<file path="config.mk">
export PLATFORM = sky130hd
export DESIGN_NAME = heart_rate_gated_average
export DESIGN_NICKNAME = d
export VERILOG_FILES = /design/src/hw/rtl/hrga_pkg.sv /design/src/hw/rtl/hrga_ctrl.sv /design/src/hw/rtl/hrga_dpath.sv /design/src/hw/rtl/heart_rate_gated_average.sv
export SDC_FILE = /design/constraint.sdc
export NUM_CORES = 2
export LEC_CHECK = 0
export BUFFER_PORTS_ARGS = -buffer_cell sky130_fd_sc_hd__buf_2
export CORE_MARGIN = 5
export CORE_UTILIZATION = 55
export CTS_BUF_LIST = sky130_fd_sc_hd__clkbuf_16
export DETAILED_ROUTE_END_ITERATION = 8
export PLACE_DENSITY = 0.71
export SETUP_SLACK_MARGIN = 0.4
export SLEW_MARGIN = 20
export SYNTH_ARGS = -nofsm -noshare
export SYNTH_HDL_FRONTEND = slang
export SYNTH_HIERARCHICAL = 1
export SYNTH_SLANG_ARGS = --single-unit
export TNS_END_PERCENT = 50
</file>
<file path="constraint.sdc">
create_clock -name i_clk -period 18.56 [get_ports i_clk]
set_input_delay 3.712 -clock i_clk [delete_from_list [all_inputs] [get_ports i_clk]]
set_output_delay 3.712 -clock i_clk [all_outputs]
set_load 0.005 [all_outputs]
</file>
<file path="src/hw/rtl/hrga_pkg.sv">
`timescale 1ns / 1ps
// ----------------------------------------------------------------------------
// hrga_pkg: shared types and constants of the heart rate gated average.
// Holds the ring geometry, the divider widths and the command and status
// structs that join the controller and the datapath.
// ----------------------------------------------------------------------------
package hrga_pkg;

    localparam int RING_DEPTH   = 5;
    localparam int TICKS_PER_US = 40;

    localparam int PERIOD_W = 32;
    localparam int RATE_W   = 16;
    localparam int BPM_W    = 8;
    localparam int FRAC_W   = 8;
    localparam int CFG_IDX_W = 1;

    localparam int SLOT_W = $clog2(RING_DEPTH);
    localparam int CNT_W  = $clog2(RING_DEPTH + 1);
    localparam int SUM_W  = $clog2(RING_DEPTH * 255 + 1);

    // Shared restoring divider: quotient/dividend shifter, remainder, divisor.
    localparam int DIV_W  = PERIOD_W;
    localparam int REM_W  = DIV_W + 1;
    localparam int STEP_W = $clog2(DIV_W);

    // Ticks to whole microseconds by a rounded-up reciprocal. With the shift
    // at the period width plus the bits of the tick rate, the truncated
    // product equals the truncated quotient for every 32-bit period.
    localparam int RECIP_SH = PERIOD_W + $clog2(TICKS_PER_US);
    localparam int RECIP_W  = PERIOD_W + 2;
    localparam logic [RECIP_W-1:0] RECIP_M =
        RECIP_W'(((64'd1 << RECIP_SH) + 64'(TICKS_PER_US) - 64'd1) / 64'(TICKS_PER_US));
    localparam int PROD_W   = PERIOD_W + RECIP_W;

    // Sixty million microseconds per minute, scaled to UQ8.8.
    localparam logic [63:0] RATE_NUM = 64'd60000000 << FRAC_W;
    // Quotient overflows 16 bits exactly when micro <= RATE_NUM >> 16.
    localparam logic [REM_W-1:0]  NUM_HI = REM_W'(RATE_NUM >> RATE_W);
    localparam logic [RATE_W-1:0] NUM_LO = RATE_W'(RATE_NUM);

    localparam logic [RATE_W-1:0] RATE_SAT = '1;

    localparam int OUT_W   = RATE_W + 1 + BPM_W + 1;
    localparam int TDATA_W = ((OUT_W + 7) / 8) * 8;

    // Configuration register indexes.
    localparam logic [CFG_IDX_W-1:0] CFG_MIN_RATE = 1'd0;
    localparam logic [CFG_IDX_W-1:0] CFG_MAX_RATE = 1'd1;

    typedef struct packed {
        logic load_in;    // latch the period in ticks
        logic scale;      // ticks to whole microseconds
        logic step;       // one restoring division step
        logic set_sat;    // rate saturates
        logic load_rate;  // start numerator / micro division
        logic take_rate;  // latch the quotient as the rate
        logic store;      // gate the rate and write the ring
        logic scan;       // add one ring slot into the sum
        logic load_avg;   // start sum / count division
        logic load_out;   // fill the output word register
    } t_cmd;

    typedef struct packed {
        logic sat;        // micro too small for a 16-bit quotient
        logic scan_last;  // scan pointer on the last slot
        logic cnt_zero;   // ring holds no rate
    } t_status;

    typedef struct packed {
        logic              avg_valid;
        logic [BPM_W-1:0]  avg_rate;
        logic              accepted;
        logic [RATE_W-1:0] inst_rate;
    } t_result;

endpackage

</file>
<file path="src/hw/rtl/hrga_ctrl.sv">
`timescale 1ns / 1ps
// ----------------------------------------------------------------------------
// hrga_ctrl: sequencing controller of the heart rate gated average.
// Walks one word through the microsecond scale, the two divisions, the ring
// update and the scan, and owns the stream handshakes.
// ----------------------------------------------------------------------------
module hrga_ctrl import hrga_pkg::*; (
    input  logic    i_clk,
    input  logic    i_rst_n,
    input  logic    i_in_valid,
    output logic    o_in_ready,
    output logic    o_out_valid,
    input  logic    i_out_ready,
    input  t_status i_status,
    output t_cmd    o_cmd
);

    typedef enum logic [9:0] {
        S_IDLE  = 10'b00_0000_0001,
        S_DIV_T = 10'b00_0000_0010,
        S_CHECK = 10'b00_0000_0100,
        S_DIV_R = 10'b00_0000_1000,
        S_RATE  = 10'b00_0001_0000,
        S_STORE = 10'b00_0010_0000,
        S_SCAN  = 10'b00_0100_0000,
        S_AVG   = 10'b00_1000_0000,
        S_DIV_A = 10'b01_0000_0000,
        S_DONE  = 10'b10_0000_0000
    } t_state;

    t_state              r_state, n_state;
    logic [STEP_W-1:0]   r_step, n_step;
    logic                r_out_valid, n_out_valid;

    always_comb begin
        n_state     = r_state;
        n_step      = r_step;
        n_out_valid = r_out_valid;
        o_cmd       = '0;
        o_in_ready  = 1'b0;

        if (r_out_valid && i_out_ready) begin
            n_out_valid = 1'b0;
        end

        case (r_state)
            S_IDLE: begin
                o_in_ready = 1'b1;
                if (i_in_valid) begin
                    o_cmd.load_in = 1'b1;
                    n_state       = S_DIV_T;
                end
            end
            S_DIV_T: begin
                o_cmd.scale = 1'b1;
                n_state     = S_CHECK;
            end
            S_CHECK: begin
                if (i_status.sat) begin
                    o_cmd.set_sat = 1'b1;
                    n_state       = S_STORE;
                end else begin
                    o_cmd.load_rate = 1'b1;
                    n_step          = STEP_W'(RATE_W - 1);
                    n_state         = S_DIV_R;
                end
            end
            S_DIV_R: begin
                o_cmd.step = 1'b1;
                n_step     = r_step - 1'b1;
                if (r_step == '0) begin
                    n_state = S_RATE;
                end
            end
            S_RATE: begin
                o_cmd.take_rate = 1'b1;
                n_state         = S_STORE;
            end
            S_STORE: begin
                o_cmd.store = 1'b1;
                n_state     = S_SCAN;
            end
            S_SCAN: begin
                o_cmd.scan = 1'b1;
                if (i_status.scan_last) begin
                    n_state = S_AVG;
                end
            end
            S_AVG: begin
                if (i_status.cnt_zero) begin
                    n_state = S_DONE;
                end else begin
                    o_cmd.load_avg = 1'b1;
                    n_step         = STEP_W'(SUM_W - 1);
                    n_state        = S_DIV_A;
                end
            end
            S_DIV_A: begin
                o_cmd.step = 1'b1;
                n_step     = r_step - 1'b1;
                if (r_step == '0) begin
                    n_state = S_DONE;
                end
            end
            S_DONE: begin
                if (!r_out_valid || i_out_ready) begin
                    o_cmd.load_out = 1'b1;
                    n_out_valid    = 1'b1;
                    n_state        = S_IDLE;
                end
            end
            default: begin
                n_state = S_IDLE;
            end
        endcase
    end

    always_ff @(posedge i_clk) begin
        if (!i_rst_n) begin
            r_state     <= S_IDLE;
            r_step      <= '0;
            r_out_valid <= 1'b0;
        end else begin
            r_state     <= n_state;
            r_step      <= n_step;
            r_out_valid <= n_out_valid;
        end
    end

    assign o_out_valid = r_out_valid;

endmodule

</file>
<file path="src/hw/rtl/hrga_dpath.sv">
`timescale 1ns / 1ps
// ----------------------------------------------------------------------------
// hrga_dpath: datapath of the heart rate gated average.
// A shared restoring divider, the rate gate, the five-slot ring with its
// scan accumulator, the bound registers and the output word register.
// ----------------------------------------------------------------------------
module hrga_dpath import hrga_pkg::*; (
    input  logic                 i_clk,
    input  logic                 i_rst_n,
    input  logic                 i_cfg_wr_en,
    input  logic [CFG_IDX_W-1:0] i_cfg_index,
    input  logic [BPM_W-1:0]     i_cfg_data,
    input  logic [PERIOD_W-1:0]  i_period_ticks,
    input  t_cmd                 i_cmd,
    output t_status              o_status,
    output t_result              o_result
);

    // Divider registers.
    logic [REM_W-1:0]  r_rem;
    logic [DIV_W-1:0]  r_quo;
    logic [DIV_W-1:0]  r_div;
    logic [REM_W-1:0]  w_rem_sh;
    logic [REM_W-1:0]  w_div_ext;
    logic              w_ge;

    // Reciprocal scale of the period to whole microseconds.
    logic [PROD_W-1:0] w_prod;
    logic [DIV_W-1:0]  w_micro;

    // Rate, gate and scan registers.
    logic [RATE_W-1:0] r_rate;
    logic              r_acc;
    logic [SUM_W-1:0]  r_sum;
    logic [CNT_W-1:0]  r_cnt;
    logic [SLOT_W-1:0] r_scan;

    // Ring and configuration.
    logic [RATE_W-1:0] r_ring [RING_DEPTH];
    logic [SLOT_W-1:0] r_wslot, n_wslot;
    logic [RATE_W-1:0] r_last;
    logic [BPM_W-1:0]  r_min;
    logic [BPM_W-1:0]  r_max;
    logic              w_accept;
    logic [RATE_W-1:0] w_slot_val;

    t_result           r_res;
    logic [BPM_W-1:0]  w_avg;

    assign w_rem_sh  = {r_rem[REM_W-2:0], r_quo[DIV_W-1]};
    assign w_div_ext = {1'b0, r_div};
    assign w_ge      = (w_rem_sh >= w_div_ext);

    assign w_prod  = PROD_W'(r_quo) * PROD_W'(RECIP_M);
    assign w_micro = DIV_W'(w_prod >> RECIP_SH);

    // The last written slot always holds the value just before the write
    // pointer, and an untouched ring reads zero there, as r_last does.
    assign w_accept = (r_rate > {r_min, {FRAC_W{1'b0}}}) &&
                      (r_rate < {r_max, {FRAC_W{1'b0}}}) &&
                      (r_rate != r_last);

    assign n_wslot    = (r_wslot == SLOT_W'(RING_DEPTH - 1)) ? '0 : r_wslot + 1'b1;
    assign w_slot_val = r_ring[r_scan];
    assign w_avg      = (r_cnt == '0) ? '0 : r_quo[BPM_W-1:0];

    assign o_status.sat       = ({1'b0, r_quo} <= NUM_HI);
    assign o_status.scan_last = (r_scan == SLOT_W'(RING_DEPTH - 1));
    assign o_status.cnt_zero  = (r_cnt == '0);
    assign o_result           = r_res;

    always_ff @(posedge i_clk) begin
        if (i_cmd.load_in) begin
            r_quo <= i_period_ticks;
        end else if (i_cmd.scale) begin
            r_quo <= w_micro;
        end else if (i_cmd.load_rate) begin
            r_rem <= NUM_HI;
            r_quo <= DIV_W'(NUM_LO) << (DIV_W - RATE_W);
            r_div <= r_quo;
        end else if (i_cmd.load_avg) begin
            r_rem <= '0;
            r_quo <= DIV_W'(r_sum) << (DIV_W - SUM_W);
            r_div <= DIV_W'(r_cnt);
        end else if (i_cmd.step) begin
            r_rem <= w_ge ? (w_rem_sh - w_div_ext) : w_rem_sh;
            r_quo <= {r_quo[DIV_W-2:0], w_ge};
        end

        if (i_cmd.set_sat) begin
            r_rate <= RATE_SAT;
        end else if (i_cmd.take_rate) begin
            r_rate <= r_quo[RATE_W-1:0];
        end

        if (i_cmd.store) begin
            r_acc  <= w_accept;
            r_sum  <= '0;
            r_cnt  <= '0;
            r_scan <= '0;
        end else if (i_cmd.scan) begin
            if (w_slot_val != '0) begin
                r_sum <= r_sum + SUM_W'(w_slot_val[RATE_W-1:FRAC_W]);
                r_cnt <= r_cnt + 1'b1;
            end
            r_scan <= r_scan + 1'b1;
        end

        if (i_cmd.load_out) begin
            r_res.inst_rate <= r_rate;
            r_res.accepted  <= r_acc;
            r_res.avg_rate  <= w_avg;
            r_res.avg_valid <= (r_cnt != '0);
        end
    end

    always_ff @(posedge i_clk) begin
        if (!i_rst_n) begin
            for (int i = 0; i < RING_DEPTH; i++) begin
                r_ring[i] <= '0;
            end
            r_wslot <= '0;
            r_last  <= '0;
            r_min   <= BPM_W'(40);
            r_max   <= BPM_W'(150);
        end else begin
            if (i_cmd.store && w_accept) begin
                r_ring[r_wslot] <= r_rate;
                r_last          <= r_rate;
                r_wslot         <= n_wslot;
            end
            if (i_cfg_wr_en) begin
                case (i_cfg_index)
                    CFG_MIN_RATE: r_min <= i_cfg_data;
                    CFG_MAX_RATE: r_max <= i_cfg_data;
                    default: begin
                    end
                endcase
            end
        end
    end

endmodule

</file>
<file path="src/hw/rtl/heart_rate_gated_average.sv">
`timescale 1ns / 1ps
// ----------------------------------------------------------------------------
// heart_rate_gated_average: pulse period to heart rate with a gated average.
// Converts a period in timer ticks to beats per minute in UQ8.8, keeps the
// plausible, changed rates in a small ring and reports their average.
// ----------------------------------------------------------------------------
//
// Channel   Direction  Word
// s_axis    in         tdata[31:0] period_ticks
// m_axis    out        tdata[15:0] inst_rate, [16] accepted, [24:17] avg_rate,
//                      [25] avg_valid, [31:26] zero
// cfg       in         index 0 min_rate, index 1 max_rate, 8-bit data
//
// From acceptance a word passes a reciprocal scale to microseconds, 16
// divider steps for the rate (skipped when the rate saturates), the ring
// store, a five-slot scan and 11 divider steps for the average (skipped
// when the ring is empty). The next word is taken the cycle after the
// result loads; a stalled output holds the controller only in its last state.
// Reset is synchronous, active low, empties the ring and restores 40 and 150.
//
module heart_rate_gated_average import hrga_pkg::*; (
    input  logic                 i_clk,
    input  logic                 i_rst_n,
    // Input stream: [31:0] period_ticks.
    input  logic                 i_s_axis_tvalid,
    output logic                 o_s_axis_tready,
    input  logic [TDATA_W-1:0]   i_s_axis_tdata,
    // Output stream: [15:0] inst_rate, [16] accepted, [24:17] avg_rate,
    // [25] avg_valid, upper bits zero.
    output logic                 o_m_axis_tvalid,
    input  logic                 i_m_axis_tready,
    output logic [TDATA_W-1:0]   o_m_axis_tdata,
    // Configuration write port.
    input  logic                 i_cfg_wr_en,
    input  logic [CFG_IDX_W-1:0] i_cfg_index,
    input  logic [BPM_W-1:0]     i_cfg_data
);

    t_cmd    w_cmd;
    t_status w_status;
    t_result w_result;

    // The controller sequences each word and owns both handshakes; the
    // datapath only reacts to its commands.
    hrga_ctrl u_ctrl (
        .i_clk       (i_clk),
        .i_rst_n     (i_rst_n),
        .i_in_valid  (i_s_axis_tvalid),
        .o_in_ready  (o_s_axis_tready),
        .o_out_valid (o_m_axis_tvalid),
        .i_out_ready (i_m_axis_tready),
        .i_status    (w_status),
        .o_cmd       (w_cmd)
    );

    hrga_dpath u_dpath (
        .i_clk          (i_clk),
        .i_rst_n        (i_rst_n),
        .i_cfg_wr_en    (i_cfg_wr_en),
        .i_cfg_index    (i_cfg_index),
        .i_cfg_data     (i_cfg_data),
        .i_period_ticks (i_s_axis_tdata[PERIOD_W-1:0]),
        .i_cmd          (w_cmd),
        .o_status       (w_status),
        .o_result       (w_result)
    );

    // Packed result; the struct already lists fields from the top bit down.
    assign o_m_axis_tdata = TDATA_W'(w_result);

`ifndef SYNTHESIS
    // The controller never issues two datapath commands in one cycle.
    a_cmd_single: assert property (@(posedge i_clk) disable iff (!i_rst_n)
        $onehot0(w_cmd))
        else $error("more than one datapath command active");

    // An accepted word starts a computation, so the input closes next cycle.
    a_busy_after_accept: assert property (@(posedge i_clk) disable iff (!i_rst_n)
        (i_s_axis_tvalid && o_s_axis_tready) |=> !o_s_axis_tready)
        else $error("input still ready after accepting a word");

    // A stored rate is never the empty mark nor saturated, and it leaves the ring non-empty.
    a_accept_sane: assert property (@(posedge i_clk) disable iff (!i_rst_n)
        (o_m_axis_tvalid && w_result.accepted) |->
            (w_result.avg_valid && w_result.inst_rate != '0 &&
             w_result.inst_rate != RATE_SAT))
        else $error("accepted rate inconsistent with ring state");

    // An empty ring reports a zero average.
    a_empty_avg: assert property (@(posedge i_clk) disable iff (!i_rst_n)
        (o_m_axis_tvalid && !w_result.avg_valid) |-> (w_result.avg_rate == '0))
        else $error("nonzero average from an empty ring");
`endif

endmodule

</file>
==> reports/metrics.csv <==
metric;value;unit
status;completed;
endpoint;u_dpath/r_quo[14];
cts.clk_slew.worst_paths;70;ps
yosysSeqAreaShare;0.271;
hpwl;79.0;mm
grt_pass1_wl;149;mm
post-route-min-period;8740;ps
grt_max_degree;73;
die_w;259;um
antenna_found_initial;4;
wire_per_inst;22.9;um
drtPass1Iterations;6;
postCtsSetupRepairBufs;0;
vias;24300;
grtUsageTotal;0.291;
ys_ff_latch;338;
min_from;u_dpath/r_acc;
viasPerCell;5.72;
finalMaxSlewViolations;0;
synthFlopType;edfxtp_1;
relSlewSlack;0.281;
cp_cell_sequence;inv_1 > ha_1 > xor2_1 > xor2_1 > fa_1 > fa_1 > fa_1 > fa_1 > fa_1 > inv_1 > fa_1 > inv_1 > ha_1 > and4_1 > and3_1 > o2111ai_1 > a31oi_1 > nand2_1 > o31a_1 > o21ai_0 > xnor2_1 > o221ai_1;
io-pin-count;80;
crit_type;register to register;
setup-violations-final;0;
worst_pin_slew;1080;ps
path_buf_inv;3;
synth_edf_count;251;
setup_tns;0;ps
crit_path_start_kind;register;
cts_tree;built;
cp_top_family;adder cells;
rows;91;
cts-root-buf;clkbuf_16;
htreeDepth;2;
yosysMostFrequentCell;inv_1;
fill_cells;5242;
crit_top_cell;fa_1;
routed_wl;97.4;mm
worst_setup_path_end_kind;register;
cts_buffers;36;
arrival;9000;ps
yosysWarnings;6;
yosysTopAreaCell;fa_1;
cts.repair.resized;0;
syn2layout_area_growth;7.36;%
fin_util;0.595;
grt_overflow_total;0;
max_freq;0.114;GHz
drc_errors;0;
hp-class;register to register;
hold_viol_final;0;
synth_top_cell_area_share;0.227;
clockBufferDepth;3;
dieArea;67300;um2
finalClockSkew;27.6;ps
max_stage_delay;770;ps
postRouteAntennaNets;0;
worstPathRequired;18820;ps
clk_latency;560;ps
r2r_setup_slack;9820;ps
grt_pass1_vias;24500;
core;61700;um2
synthTopCellsByCount;737 x inv_1, 426 x ha_1, 388 x fa_1;
die_h;259;um
r2r-end;u_dpath/r_quo[14];
syn_avg_cell_area;10.2;um2
finalCritPeriodShare;0.471;
drive_above_1_share;0.0659;
cpMaxStageDelayCell;edfxtp_1;
async_flop_share;0;
ys_top_cells_by_area;fa_1 23%, edfxtp_1 22%, ha_1 16%;
gp_congestion;1.04;
layout.nets;4244;
cp-startpoint;u_dpath/r_quo[5];
max_cap_viol_count;0;
crit_fanout;12;
cp_num_cells;22;
cts_sinks;338;
seq_area;9280;um2
start_util;0.554;
port_buffers;73;
reg2reg_from;u_dpath/r_quo[5];
synth_cells;3338;
drtIter0Drc;2213;
ctsHoldBuffers;0;
multi_input_area;21800;um2
ys_types;88;
netlist_area;34200;um2
reg2reg_depth;22;
rsz0062_at_grt;false;
[through the flow]
| stage | hold slack, ps | std cells | worst slack [ps] | cell area (um2) |
|---|---|---|---|---|
| floorplan | 400 | 3343 | 11200 | 34200 |
| global placement | 431 | 4183 | 10000 | 35500 |
| detailed placement | 435 | 4183 | 9940 | 35500 |
| CTS | 449 | 4249 | 9870 | 36700 |
| global route | 462 | 4251 | 9490 | 36700 |
| finish | 449 | 4253 | 9820 | 36700 |
[logic make-up after synthesis]
| group | count (synthesis) | synth area share |
|---|---|---|
| buffers and inverters | 840 | 0.0938 |
| muxes | 74 | 0.0282 |
| xor gates and xnor gates | 122 | 0.0312 |
| AOI/OAI and AO/OA | 465 | 0.0894 |
| other | 1 | 0.000110 |
| DFF | 338 | 0.271 |
| adders and majority gates | 814 | 0.383 |
| and+or+nand+nor | 684 | 0.103 |
[cells in the final DEF (no fill, tap or decap), drive strengths merged, types with 74 or more instances in the layout]
cell type | netlist | layout
o21ai | 103 | 103
edfxtp | 251 | 251
nand2 | 189 | 189
xnor2 | 74 | 74
nor2 | 103 | 103
and2 | 126 | 126
ha | 426 | 426
fa | 388 | 388
buf | 23 | 105
dfxtp | 87 | 87
inv | 737 | 751
a21oi | 114 | 114
[how the worst min path moves through the flow]
stage	to	slack (ps)	depth (start not counted)
floorplan	u_dpath/o_result[16]	400	0
global placement	u_dpath/o_result[16]	430	0
detailed placement	u_dpath/o_result[16]	430	0
CTS	u_dpath/o_result[16]	450	0
global route	u_dpath/o_result[16]	460	0
finish	u_dpath/o_result[16]	450	0
[layout make-up]
cell class	instances	share of cell area
multi-input combinational	2165	0.595
sequential	338	0.253
inverter	738	0.0754
tap	837	0.0285
clock buffer	37	0.0252
timing repair buffer	105	0.0165
clock inverter	29	0.00658
antenna	4	0.000273
[sequential cells by signal (all words and copies together), names as in the netlist, 5 cells and up, named ones only]
signal and cells:
u_dpath/r_div 32, u_dpath/r_sum 11, u_dpath/r_rate 16, u_dpath/r_quo 32, u_dpath/r_last 16, u_dpath/r_max 8, u_dpath/o_result 26, u_ctrl/r_step 5
u_dpath/r_rem 32, u_dpath/r_ring 128, u_dpath/r_min 8, u_ctrl/r_state 10
[worst register-to-register path, delay by kind of cell, from the launching register on]
kind	cells	cell delay (ps)
XOR/XNOR	3	1070
buffers and inverters	3	290
adder cells (fa/ha/maj)	8	4190
flip-flops	1	770
AND/OR/NAND/NOR	3	740
AO/OA/AOI/OAI	5	1420
[layer usage]
layer	wire [um]	track usage	vias up
met5	0	0	-
li1	-	-	11100
met4	4550	0.117	0
met3	7800	0.0578	205
met2	43000	0.435	978
met1	42000	0.420	12000
Power is left out: the tool's default activity adds up to more than one toggle a clock period on the data nets, which glitch-free logic cannot reach.
